**config.mk**
```make
export PLATFORM = sky130hd
export DESIGN_NAME = positional_list_engine_top
export DESIGN_NICKNAME = d
export VERILOG_FILES = /design/src/rtl/core/ple_pkg.sv /design/src/rtl/core/ple_datapath.sv /design/src/rtl/core/ple_ctrl.sv /design/src/rtl/core/positional_list_engine_top.sv
export SDC_FILE = /design/constraint.sdc
export NUM_CORES = 2
export LEC_CHECK = 0
export BUFFER_PORTS_ARGS = -buffer_cell sky130_fd_sc_hd__buf_2
export CAP_MARGIN = 40
export CORE_AREA = 2 2 415 417
export DETAILED_ROUTE_END_ITERATION = 12
export DIE_AREA = 0 0 417 419
export HOLD_SLACK_MARGIN = 0.1
export PLACE_DENSITY = 0.74
export SETUP_SLACK_MARGIN = 0.1
export SLEW_MARGIN = 20
export SYNTH_ARGS = -nofsm -noshare
export SYNTH_HDL_FRONTEND = slang
export SYNTH_HIERARCHICAL = 1
export SYNTH_SLANG_ARGS = --single-unit
```
**constraint.sdc**
```tcl
create_clock -name clk -period 6.5 [get_ports clk]
set_input_delay 0.65 -clock clk [delete_from_list [all_inputs] [get_ports clk]]
set_output_delay 0.65 -clock clk [all_outputs]
set_load 0.005 [all_outputs]
```
**src/rtl/core/ple_pkg.sv**
```systemverilog
// Shared types and codes for the positional list engine.
// Holds channel payload structs, request and status codes, and the
// command/status structs between controller and datapath. No dependencies.
package ple_pkg;

  localparam int DEF_CAPACITY    = 64;
  localparam int DEF_VALUE_WIDTH = 32;

  localparam int OP_W   = 3;
  localparam int POS_W  = 6;
  localparam int ITEM_W = 32;
  localparam int STAT_W = 3;
  localparam int LEN_W  = 7;

  localparam logic [OP_W-1:0] REQ_INS_FRONT = 3'd0;
  localparam logic [OP_W-1:0] REQ_INS_BACK  = 3'd1;
  localparam logic [OP_W-1:0] REQ_INS_AT    = 3'd2;
  localparam logic [OP_W-1:0] REQ_DEL_AT    = 3'd3;
  localparam logic [OP_W-1:0] REQ_UPD_AT    = 3'd4;
  localparam logic [OP_W-1:0] REQ_SEARCH    = 3'd5;

  localparam logic [STAT_W-1:0] ST_OK       = 3'd0;
  localparam logic [STAT_W-1:0] ST_EMPTY    = 3'd1;
  localparam logic [STAT_W-1:0] ST_RANGE    = 3'd2;
  localparam logic [STAT_W-1:0] ST_FULL     = 3'd3;
  localparam logic [STAT_W-1:0] ST_NOTFOUND = 3'd4;

  typedef struct packed {
    logic [OP_W-1:0]          req_type;
    logic [POS_W-1:0]         position;
    logic signed [ITEM_W-1:0] item_value;
  } req_t;

  typedef struct packed {
    logic [STAT_W-1:0] status;
    logic [POS_W-1:0]  found_position;
    logic [LEN_W-1:0]  list_length;
  } rsp_t;

  typedef struct packed {
    logic              rd_en;
    logic              wr_en;
    logic              wr_item;
    logic              cnt_inc;
    logic              cnt_dec;
    logic              load_req;
    logic              load_rsp;
    logic              found_en;
    logic [STAT_W-1:0] rsp_status;
  } ple_cmd_t;

  typedef struct packed {
    logic [OP_W-1:0] op;
    logic            empty;
    logic            full;
    logic            pos_gt;
    logic            pos_ge;
    logic            match;
  } ple_sts_t;

endpackage

```
**src/rtl/core/ple_datapath.sv**
```systemverilog
// Datapath of the positional list engine: request register, entry memory,
// length count, compare logic and result register.
// Depends on ple_pkg; driven by ple_ctrl through ple_cmd_t.
module ple_datapath
  import ple_pkg::*;
#(
  parameter int CAPACITY    = DEF_CAPACITY,
  parameter int VALUE_WIDTH = DEF_VALUE_WIDTH
) (
  input  logic                         clk,
  input  logic                         rst,
  input  req_t                         req,
  input  ple_cmd_t                     cmd,
  input  logic [$clog2(CAPACITY)-1:0]  rd_addr,
  input  logic [$clog2(CAPACITY)-1:0]  wr_addr,
  input  logic [$clog2(CAPACITY)-1:0]  found_idx,
  output ple_sts_t                     sts,
  output logic [$clog2(CAPACITY+1)-1:0] count,
  output logic [$clog2(CAPACITY+1)-1:0] pos_cut,
  output rsp_t                         rsp
);

  localparam int AW = $clog2(CAPACITY);
  localparam int CW = $clog2(CAPACITY + 1);
  localparam int XW = (CW > POS_W) ? CW : POS_W;
  localparam int FW = (AW > POS_W) ? AW : POS_W;
  localparam int LW = (CW > LEN_W) ? CW : LEN_W;

  req_t                   req_q;
  logic [VALUE_WIDTH-1:0] val;
  logic [VALUE_WIDTH-1:0] mem [CAPACITY];
  logic [VALUE_WIDTH-1:0] rdata;
  logic [XW-1:0]          pos_x;
  logic [XW-1:0]          cnt_x;
  logic [FW-1:0]          fnd_x;
  logic [LW-1:0]          len_x;

  always_ff @(posedge clk) begin
    if (cmd.load_req) begin
      req_q <= req;
    end
  end

  // Sign-extend or truncate the request value to the stored width
  generate
    if (VALUE_WIDTH > ITEM_W) begin : g_ext
      assign val = {{(VALUE_WIDTH-ITEM_W){req_q.item_value[ITEM_W-1]}}, req_q.item_value};
    end else begin : g_cut
      assign val = req_q.item_value[VALUE_WIDTH-1:0];
    end
  endgenerate

  always_ff @(posedge clk) begin
    if (cmd.wr_en) begin
      mem[wr_addr] <= cmd.wr_item ? val : rdata;
    end
    if (cmd.rd_en) begin
      rdata <= mem[rd_addr];
    end
  end

  always_ff @(posedge clk) begin
    if (rst) begin
      count <= '0;
    end else if (cmd.cnt_inc) begin
      count <= count + CW'(1);
    end else if (cmd.cnt_dec) begin
      count <= count - CW'(1);
    end
  end

  assign pos_x   = XW'(req_q.position);
  assign cnt_x   = XW'(count);
  assign pos_cut = pos_x[CW-1:0];

  assign sts.op     = req_q.req_type;
  assign sts.empty  = (count == '0);
  assign sts.full   = (count == CW'(CAPACITY));
  assign sts.pos_gt = (pos_x > cnt_x);
  assign sts.pos_ge = (pos_x >= cnt_x);
  assign sts.match  = (rdata == val);

  assign fnd_x = FW'(found_idx);
  assign len_x = LW'(count);

  always_ff @(posedge clk) begin
    if (cmd.load_rsp) begin
      rsp.status         <= cmd.rsp_status;
      rsp.found_position <= cmd.found_en ? fnd_x[POS_W-1:0] : '0;
      rsp.list_length    <= len_x[LEN_W-1:0];
    end
  end

endmodule

```
**src/rtl/core/ple_ctrl.sv**
```systemverilog
// Controller of the positional list engine: request sequencing, shift and
// scan pointers, and the result handshake.
// Depends on ple_pkg; commands ple_datapath through ple_cmd_t.
module ple_ctrl
  import ple_pkg::*;
#(
  parameter int CAPACITY = DEF_CAPACITY
) (
  input  logic                          clk,
  input  logic                          rst,
  input  logic                          req_valid,
  output logic                          req_stall,
  output logic                          rsp_valid,
  input  logic                          rsp_stall,
  input  ple_sts_t                      sts,
  input  logic [$clog2(CAPACITY+1)-1:0] count,
  input  logic [$clog2(CAPACITY+1)-1:0] pos_cut,
  output ple_cmd_t                      cmd,
  output logic [$clog2(CAPACITY)-1:0]   rd_addr,
  output logic [$clog2(CAPACITY)-1:0]   wr_addr,
  output logic [$clog2(CAPACITY)-1:0]   found_idx
);

  localparam int AW = $clog2(CAPACITY);
  localparam int CW = $clog2(CAPACITY + 1);

  localparam logic [2:0] S_IDLE   = 3'd0;
  localparam logic [2:0] S_DECIDE = 3'd1;
  localparam logic [2:0] S_UP     = 3'd2;
  localparam logic [2:0] S_PLACE  = 3'd3;
  localparam logic [2:0] S_DOWN   = 3'd4;
  localparam logic [2:0] S_SEARCH = 3'd5;
  localparam logic [2:0] S_FINISH = 3'd6;

  logic [2:0]        state, state_next;
  logic [CW-1:0]     ptr, ptr_next;
  logic [CW-1:0]     tgt, tgt_next;
  logic [AW-1:0]     tag, tag_next;
  logic              pend, pend_next;
  logic [STAT_W-1:0] st, st_next;
  logic              fnd, fnd_next;
  logic [CW-1:0]     ptr_inc, ptr_dec;

  assign ptr_inc   = ptr + CW'(1);
  assign ptr_dec   = ptr - CW'(1);
  assign found_idx = tag;
  assign req_stall = (state != S_IDLE);

  always_comb begin
    cmd        = '0;
    state_next = state;
    ptr_next   = ptr;
    tgt_next   = tgt;
    tag_next   = tag;
    pend_next  = pend;
    st_next    = st;
    fnd_next   = fnd;
    rd_addr    = ptr[AW-1:0];
    wr_addr    = tag;
    case (state)
      S_IDLE: begin
        if (req_valid) begin
          cmd.load_req = 1'b1;
          state_next   = S_DECIDE;
        end
      end
      S_DECIDE: begin
        st_next    = ST_OK;
        fnd_next   = 1'b0;
        pend_next  = 1'b0;
        state_next = S_FINISH;
        case (sts.op)
          REQ_INS_FRONT: begin
            if (sts.full) begin
              st_next = ST_FULL;
            end else begin
              tgt_next   = '0;
              ptr_next   = count;
              state_next = S_UP;
            end
          end
          REQ_INS_BACK: begin
            if (sts.full) begin
              st_next = ST_FULL;
            end else begin
              tgt_next   = count;
              ptr_next   = count;
              state_next = S_UP;
            end
          end
          REQ_INS_AT: begin
            if (sts.empty) begin
              st_next = ST_EMPTY;
            end else if (sts.pos_gt) begin
              st_next = ST_RANGE;
            end else if (sts.full) begin
              st_next = ST_FULL;
            end else begin
              tgt_next   = pos_cut;
              ptr_next   = count;
              state_next = S_UP;
            end
          end
          REQ_DEL_AT: begin
            if (sts.empty) begin
              st_next = ST_EMPTY;
            end else if (sts.pos_ge) begin
              st_next = ST_RANGE;
            end else begin
              ptr_next   = pos_cut + CW'(1);
              state_next = S_DOWN;
            end
          end
          REQ_UPD_AT: begin
            if (sts.empty) begin
              st_next = ST_EMPTY;
            end else if (sts.pos_ge) begin
              st_next = ST_RANGE;
            end else begin
              cmd.wr_en   = 1'b1;
              cmd.wr_item = 1'b1;
              wr_addr     = pos_cut[AW-1:0];
            end
          end
          REQ_SEARCH: begin
            st_next    = ST_NOTFOUND;
            ptr_next   = '0;
            state_next = S_SEARCH;
          end
          default: ;
        endcase
      end
      S_UP: begin
        // read entry ptr-1 while the previous read lands one place higher
        cmd.rd_en = (ptr > tgt);
        cmd.wr_en = pend;
        rd_addr   = ptr_dec[AW-1:0];
        pend_next = cmd.rd_en;
        if (cmd.rd_en) begin
          tag_next = ptr[AW-1:0];
          ptr_next = ptr_dec;
        end else begin
          state_next = S_PLACE;
        end
      end
      S_PLACE: begin
        cmd.wr_en   = 1'b1;
        cmd.wr_item = 1'b1;
        cmd.cnt_inc = 1'b1;
        wr_addr     = tgt[AW-1:0];
        state_next  = S_FINISH;
      end
      S_DOWN: begin
        // read entry ptr while the previous read lands one place lower
        cmd.rd_en = (ptr < count);
        cmd.wr_en = pend;
        pend_next = cmd.rd_en;
        if (cmd.rd_en) begin
          tag_next = ptr_dec[AW-1:0];
          ptr_next = ptr_inc;
        end else begin
          cmd.cnt_dec = 1'b1;
          state_next  = S_FINISH;
        end
      end
      S_SEARCH: begin
        if (pend && sts.match) begin
          st_next    = ST_OK;
          fnd_next   = 1'b1;
          pend_next  = 1'b0;
          state_next = S_FINISH;
        end else begin
          cmd.rd_en = (ptr < count);
          pend_next = cmd.rd_en;
          if (cmd.rd_en) begin
            tag_next = ptr[AW-1:0];
            ptr_next = ptr_inc;
          end else begin
            state_next = S_FINISH;
          end
        end
      end
      S_FINISH: begin
        if (!rsp_valid || !rsp_stall) begin
          cmd.load_rsp   = 1'b1;
          cmd.rsp_status = st;
          cmd.found_en   = fnd;
          state_next     = S_IDLE;
        end
      end
      default: begin
        state_next = S_IDLE;
      end
    endcase
  end

  always_ff @(posedge clk) begin
    if (rst) begin
      state     <= S_IDLE;
      pend      <= 1'b0;
      rsp_valid <= 1'b0;
    end else begin
      state     <= state_next;
      pend      <= pend_next;
      rsp_valid <= cmd.load_rsp | (rsp_valid & rsp_stall);
    end
  end

  always_ff @(posedge clk) begin
    ptr <= ptr_next;
    tgt <= tgt_next;
    tag <= tag_next;
    st  <= st_next;
    fnd <= fnd_next;
  end

endmodule

```
**src/rtl/core/positional_list_engine_top.sv**
```systemverilog
// Top level of the positional list engine.
// Depends on ple_pkg; instantiates ple_ctrl and ple_datapath.
//   req channel (req_valid, req_stall, req) carries one request per transfer:
//   insert front, insert back, insert at, delete at, update at or search.
//   rsp channel (rsp_valid, rsp_stall, rsp) returns exactly one result per
//   request: status, found position and list length after the request.
//   Requests are served one at a time. req_stall is low only while the
//   engine is idle; a request is taken even while the previous result
//   still sits in the output register.
//   Update, rejected requests and unknown request types go from the decision
//   straight to the result; insert at position t first shifts the entries
//   from t up by one, delete at p shifts the entries above p down by one, and
//   a search reads from entry 0 until a hit or the end of the list. The next
//   request can be taken in the cycle after the result is loaded. One entry
//   moves or is read per cycle, so the longest requests are an insert at the
//   front of a nearly full list and a search miss on a full one.
//   Reset clears the length and drops any pending result; entries are only
//   read after being written. While rsp_stall is high the result is held and
//   the engine waits with its next result until the output register frees.
module positional_list_engine_top
  import ple_pkg::*;
#(
  parameter int CAPACITY    = DEF_CAPACITY,
  parameter int VALUE_WIDTH = DEF_VALUE_WIDTH
) (
  input  logic clk,
  input  logic rst,
  input  logic req_valid,
  output logic req_stall,
  input  req_t req,
  output logic rsp_valid,
  input  logic rsp_stall,
  output rsp_t rsp
);

  localparam int AW = $clog2(CAPACITY);
  localparam int CW = $clog2(CAPACITY + 1);

  ple_cmd_t      cmd;
  ple_sts_t      sts;
  logic [AW-1:0] rd_addr;
  logic [AW-1:0] wr_addr;
  logic [AW-1:0] found_idx;
  logic [CW-1:0] count;
  logic [CW-1:0] pos_cut;

  // Sequence each request: decide, shift or scan, then hand over the result
  ple_ctrl #(
    .CAPACITY (CAPACITY)
  ) u_ctrl (
    .clk       (clk),
    .rst       (rst),
    .req_valid (req_valid),
    .req_stall (req_stall),
    .rsp_valid (rsp_valid),
    .rsp_stall (rsp_stall),
    .sts       (sts),
    .count     (count),
    .pos_cut   (pos_cut),
    .cmd       (cmd),
    .rd_addr   (rd_addr),
    .wr_addr   (wr_addr),
    .found_idx (found_idx)
  );

  // Hold the entries, the length and the result register
  ple_datapath #(
    .CAPACITY    (CAPACITY),
    .VALUE_WIDTH (VALUE_WIDTH)
  ) u_datapath (
    .clk       (clk),
    .rst       (rst),
    .req       (req),
    .cmd       (cmd),
    .rd_addr   (rd_addr),
    .wr_addr   (wr_addr),
    .found_idx (found_idx),
    .sts       (sts),
    .count     (count),
    .pos_cut   (pos_cut),
    .rsp       (rsp)
  );

  // The length never passes the store size
  a_count_bound : assert property (@(posedge clk) disable iff (rst)
    count <= CW'(CAPACITY))
    else $error("list length above capacity");

  // A taken request closes the input until it has been served
  a_busy_after_transfer : assert property (@(posedge clk) disable iff (rst)
    (req_valid && !req_stall) |=> req_stall)
    else $error("request taken while busy");

  // A full status is only reported with a full list
  a_full_len : assert property (@(posedge clk) disable iff (rst)
    (rsp_valid && rsp.status == ST_FULL) |-> (rsp.list_length == LEN_W'(CAPACITY)))
    else $error("full status with list not full");

  // Found position is zero unless the result is a successful search
  a_found_zero : assert property (@(posedge clk) disable iff (rst)
    (rsp_valid && rsp.status != ST_OK) |-> (rsp.found_position == '0))
    else $error("found position set on failed request");

endmodule
```
# ---- Word level (Yosys, flattened, before mapping)
# Memories as Yosys holds them, arrays and structs flattened. A register that Yosys moved wholly into a read port is not among the register bits.
# Cells that the tools add are included.
dict set report totals {
  ram_bits 2048
  reg_bits 93
  n_memories 1
  output_inout_bits 18
}
# memory depth width rd rd_ports_with_merged_regs write_ports line_no
set mem_list {}
lappend mem_list {u_datapath.mem 64 32 1 1 1 ple_datapath.sv:31} ;# logic [VALUE_WIDTH-1:0] mem [CAPACITY];
dict set report classes {
  magnitude_cmp 4
  bitwise 2
  mux 68
  n_reduce_logical 22
  addsub 5
  n_eq_ne 31
}
# op n
set op_table {}
lappend op_table {{$mux 7} 15}
lappend op_table {{$pmux 7 s4} 2}
lappend op_table {{$mux 6} 8}
lappend op_table {{$mux 3} 12}
lappend op_table {{$eq 32x32->1} 1}
lappend op_table {{$mux 32} 1}
lappend op_table {{$pmux 3 s4} 2}
lappend op_table {{$pmux 3 s7} 1}
lappend op_table {{$pmux 7 s3} 1}
lappend op_table {{$pmux 6 s3} 1}
lappend op_table {{$ne 2x2->1 const B} 8}
lappend op_table {{$eq 3x3->1 const B} 5}
lappend op_table {{$add 7x1->7 const B} 2}
lappend op_table {{$mux 2} 7}
lappend op_table {{$sub 7x1->7 const B} 2}
lappend op_table {{$eq 3x2->1 const B} 4}
lappend op_table {{$ne 3x3->1 const B} 4}
lappend op_table {{$pmux 6 s2} 1}
lappend op_table {{$mux 5} 2}
lappend op_table {{$ne 2x1->1 const B} 5}
lappend op_table {{$mux 1} 9}
lappend op_table {{$reduce_bool 3->1} 3}
lappend op_table {{$reduce_and 8->1} 1}
lappend op_table {{$add 6x1->7 const B} 1}
lappend op_table {{25 further kinds} 34}

# ---- Logic depth before layout (Yosys ltp)
dict set report logic_depth {
  word_depth 7
  ltp_mapped 16
  depth_no_buf 14
}

# ---- Hierarchy
# The synthesis kept the hierarchy.
# mod instances cells_per_inst area_per_inst_um2
set by_module_without_submodules {}
lappend by_module_without_submodules {ple_datapath 1 3575 81779.7}
lappend by_module_without_submodules {ple_ctrl 1 328 2693.8}

# ---- Least setup slack after synthesis
# No wires, ideal clock.
dict set report synth_path {
  path_type {register -> register}
  start {reg u_datapath.count[1]}
  end {mem u_datapath/mem[42][0] in the netlist's numbering (enable)}
  stages_incl_launch_ff 15
  slack_ps 1195
  setup_time_ps 461
  arrival_ps 4844
  path_cell_list {dfxtp_1 inv_1 ha_1 a21o_1 a21oi_1 o22a_1 o21ai_0 inv_1 and3_1 clkbuf_1 o21a_1 nand2b_1 clkbuf_1 nand4b_1 nor3_1}
}
# item line_no
set synth_rtl {}
lappend synth_rtl {{start, declared} ple_datapath.sv:18} ;# output logic [$clog2(CAPACITY+1)-1:0] count,
lappend synth_rtl {{start signal, assigned} ple_datapath.sv:66} ;# count <= count + CW'(1);
lappend synth_rtl {{start signal, assigned} ple_datapath.sv:68} ;# count <= count - CW'(1);
lappend synth_rtl {{end, declared} ple_datapath.sv:31}

# ---- Final worst setup path
dict set report layout_path {
  start {reg u_ctrl.state[1]}
  end {reg u_datapath.rdata[4] (read register of u_datapath.mem) (data pin)}
}
dict set report layout_between {
  elab_chain_len 2
  elab_cells_between_ends 5
  classes_between {eq/ne (3); mux (2)}
}
# item line_no
set layout_rtl {}
lappend layout_rtl {{start, declared} ple_ctrl.sv:35} ;# logic [2:0] state, state_next;
lappend layout_rtl {{start signal, assigned} ple_ctrl.sv:203} ;# state <= state_next;
lappend layout_rtl {{$eq 3x2->1} ple_ctrl.sv:60} ;# case (state)
lappend layout_rtl {{$mux 6} ple_ctrl.sv:60}
lappend layout_rtl {{named net rd_addr[0]} positional_list_engine_top.sv:41} ;# logic [AW-1:0] rd_addr;
lappend layout_rtl {{end, declared} ple_datapath.sv:32} ;# logic [VALUE_WIDTH-1:0] rdata;
# The timed path passes the listed nets, and every way through them passes these cells.
# A chain may end at the register's enable or synchronous reset.

==> impl_metrics.toml <==
[status]
result_of_the_run = "finished clean"

[placed_design]
hpwl_um = 129000
placed_cell_area_sq_um = 89100
routabilityCongestion = 0.905
port_buffers = 62
place_ws_ns = 1.31
place.detailed.instances = 6168

[clock_tree]
clk_latency_ns = 0.84
path_clk_slew_ns = 0.07
max_h_tree_level = 4
cts_root_buf = "sky130_fd_sc_hd__clkbuf_16"
cts.repair_timing.setup_buffer_count = 0
clock_tree_from_tritoncts = "built"
cts_sinks = 2173
max-clock-path-buffers = 3
numCtsBuffers = 199

[floorplan]
area_of_the_core_sq_um = 171000
start_util = 0.495
ioPinCount = 63
die_area_sq_um = 175000
num_rows = 152
y_dimension_of_the_die_um = 419
die_x_um = 417

[synthesis]
postSynth.topFlopCell = "sky130_fd_sc_hd__edfxtp_1"
yosys.area.top_type_share = 0.768
library_cell_occupying_the_most_area_in_the_post_synthesis_netlist = "sky130_fd_sc_hd__edfxtp_1"
syn-num-nets = 3977
post_synth_instance_area_sq_um = 84500
ys_types = 71
synth_enable_flop_cells = 2161
synth-seq-cells = 2173
postSynthCellCount = 3903
yosysWarningCount = 6
synthesis.area_per_instance_sq_um = 21.6
synthArstFlopShare = 0
synth_sequential_area_ratio = 0.771
synth_top_cells_by_area = "sky130_fd_sc_hd__edfxtp_1 77%, sky130_fd_sc_hd__mux4_2 14%, sky130_fd_sc_hd__a21oi_1 0.84%"

[detailed_routing]
vias_per_cell = 6.54
drt_total_wl_um = 212000
initialDrtViolationCount = 6360
vias = 43000
drt_pass1_iterations = 6
drtAntennaViolNets = 0
routed_wire_length_per_instance_um = 32.2
drt_drc_violations_left = 0

[hold_path]
min_path_type = "input port to register"
worstHoldEndpoint = "u_ctrl/rsp_valid"
hold_path_depth = 3
hold_start = "rsp_stall"

[sta]
relSlewSlack = 0.315
fmax_mhz = 191
finalSetupViolCount = 0
hold-worst-slack_ns = 0.195
finalHoldViolCount = 0
layout_min_cycle_time_ns = 5.22
rsz0062_at_grt = "no"
maxSlewViolCount = 0
fin_setup_tns_ns = 0
setup_ws_ns = 1.28
transition_time_of_the_tightest_slew_check_pin_ns = 1.03
timing.clock.skew_ns = 0.0356
post-route-period-util = 0.804

[cells_and_area]
final_area_sq_um = 96000
flow.area_growth_from_synthesis_pct = 13.7
fin_nets = 4261
fin_util = 0.563
leading_cell_type_in_the_layout_fill_and_taps_excluded = "sky130_fd_sc_hd__edfxtp_1"
layout-drive-gt1-share = 0.275
layout.filler_cells = 11900
finalNonFillerCells = 6579
layout_common_cells = "2161 x sky130_fd_sc_hd__edfxtp_1, 512 x sky130_fd_sc_hd__mux4_2, 200 x sky130_fd_sc_hd__clkbuf_16"

[global_route]
grt_pass1_vias = 42300
grt_antenna_before_repair = 7
largest_net_degree_at_the_start_of_global_routing = 91
global_route_total_overflow = 0
globalRouteTotalUtil = 0.243
first_pass_grt_wire_length_um = 304000

[power]
combPwrFrac = 0.395
power.internal_mw = 31.4
leakage_nw = 30.0
max-vdd-ir-drop_v = 0.000409
power.share.switching = 0.357
power_consumption_mw = 48.9
power_density_cells_nw_per_um2 = 509
share_clk_of_total_power = 0.231
switching_power_mw = 17.5
seq_power_share = 0.374

[setup_path]
worst-r2r-setup-slack_ns = 1.28
worst-r2r-cell-count = 10
worst-setup-path-type = "register to register"
timing.rr.end = "u_datapath/rdata[4]"
cp.required_ns = 7.04
worstReg2RegStart = "u_ctrl/state[1]"
worst-path-max-fanout = 47
critPathArrivalTime_ns = 5.77
critical_path_start_type = "register"
timing.critical_path.to_type = "register"

[job]
maxCapViolCount = 0
registers in the layout, summed over array words and instances, names as in the netlist:
signal and flops:
u_ctrl/found_idx 6, u_ctrl/tgt 7, u_datapath/rdata 32, u_datapath/count 7, u_ctrl/fnd 1, u_ctrl/st 3, u_datapath/pos_cut 6, u_datapath/mem 2048
u_ctrl/rsp_valid 1, u_ctrl/pend 1, u_ctrl/state 3, u_datapath/val 32, u_datapath/rsp 16, u_datapath/sts 3, u_ctrl/ptr 7
cell usage after synthesis, types with 16 or more instances:
cell and count:
sky130_fd_sc_hd__a211oi_1 16, sky130_fd_sc_hd__a21oi_1 141, sky130_fd_sc_hd__a221oi_1 64, sky130_fd_sc_hd__a22o_1 58, sky130_fd_sc_hd__buf_2 36, sky130_fd_sc_hd__buf_4 55, sky130_fd_sc_hd__clkbuf_1 113, sky130_fd_sc_hd__edfxtp_1 2161
sky130_fd_sc_hd__ha_1 28, sky130_fd_sc_hd__inv_1 35, sky130_fd_sc_hd__mux2_2 33, sky130_fd_sc_hd__mux2i_1 47, sky130_fd_sc_hd__mux4_2 512, sky130_fd_sc_hd__nand2_1 44, sky130_fd_sc_hd__nand2b_1 16, sky130_fd_sc_hd__nand3_1 21
sky130_fd_sc_hd__nor2_1 132, sky130_fd_sc_hd__nor2b_1 23, sky130_fd_sc_hd__nor3_1 26, sky130_fd_sc_hd__o21ai_0 22, sky130_fd_sc_hd__o221ai_1 29, sky130_fd_sc_hd__o22ai_1 70, sky130_fd_sc_hd__xor2_1 33
per-layer routing:
layer / vias up / share of wire / global-route usage / routed length [um]
met5: - / 0.000061 / 0 / 13
met4: 2 / 0.049 / 0.110 / 10300
met3: 444 / 0.11 / 0.0454 / 22900
met2: 2883 / 0.47 / 0.374 / 99500
met1: 22600 / 0.37 / 0.340 / 79500
li1: 17100 / - / - / -
cell type report:
cell class	instances	area (sq um)	area share
Clock inverter	118	1100	0.0115
Antenna cell	2	5.00	0.0000521
Sequential cell	2173	65100	0.678
Inverter	36	145	0.00151
Tap cell	2233	2790	0.0291
Clock buffer	240	5150	0.0537
Multi-Input combinational cell	1469	18600	0.194
Timing Repair Buffer	308	3090	0.0322
repair_timing:
action | in CTS | in global routing
gates resized for setup | 0 | 0
hold endpoints to repair | 41 | 0
hold buffers | 41 | 0
kinds of logic after synthesis:
group,synth area share
flops,0.771
compound gates,0.0379
fa+ha+maj,0.00438
other cells,0.0000444
mux,0.146
xor+xnor,0.00477
simple gates,0.0201
buf+inv,0.0153
worst max-delay path by stage:
stage / from / endpoint / slack (ns) / cells past startpoint
floorplan: u_datapath/count[1] / u_datapath/mem[42][0] / 1.19 / 14
finish: u_ctrl/state[1] / u_datapath/rdata[4] / 1.28 / 10
detailed placement: u_ctrl/state[1] / u_datapath/rdata[21] / 1.31 / 10
global placement: u_ctrl/state[1] / u_datapath/rdata[4] / 1.28 / 10
global route: u_ctrl/state[1] / u_datapath/rdata[4] / 1.04 / 10
CTS: u_ctrl/state[1] / u_datapath/rdata[21] / 1.28 / 10
worst max-delay path, stage by stage (launching register included):
cell	delay [ns]
sky130_fd_sc_hd__dfxtp_1	0.57
sky130_fd_sc_hd__or3b_1	0.62
sky130_fd_sc_hd__inv_4	0.24
sky130_fd_sc_hd__ha_1	0.32
sky130_fd_sc_hd__inv_8	0.45
sky130_fd_sc_hd__buf_12	0.43
sky130_fd_sc_hd__buf_4	0.44
sky130_fd_sc_hd__mux4_2	0.61
sky130_fd_sc_hd__a22o_1	0.27
sky130_fd_sc_hd__a221oi_1	0.71
sky130_fd_sc_hd__a221oi_1	0.20
power groups by stage:
| stage | clock network (mW) | logic (mW) | registers (mW) |
|---|---|---|---|
| 2_1_floorplan | 0 | 12.1 | 18.3 |
| 3_3_place_gp | 0 | 18.3 | 18.6 |
| 3_5_place_dp | 0 | 18.9 | 18.6 |
| 4_1_cts | 11.4 | 19.1 | 18.3 |
| 5_1_grt | 12.0 | 20.1 | 18.3 |
| 6_report | 11.3 | 19.3 | 18.3 |
Note: power is estimated with default switching activity, not from simulation.
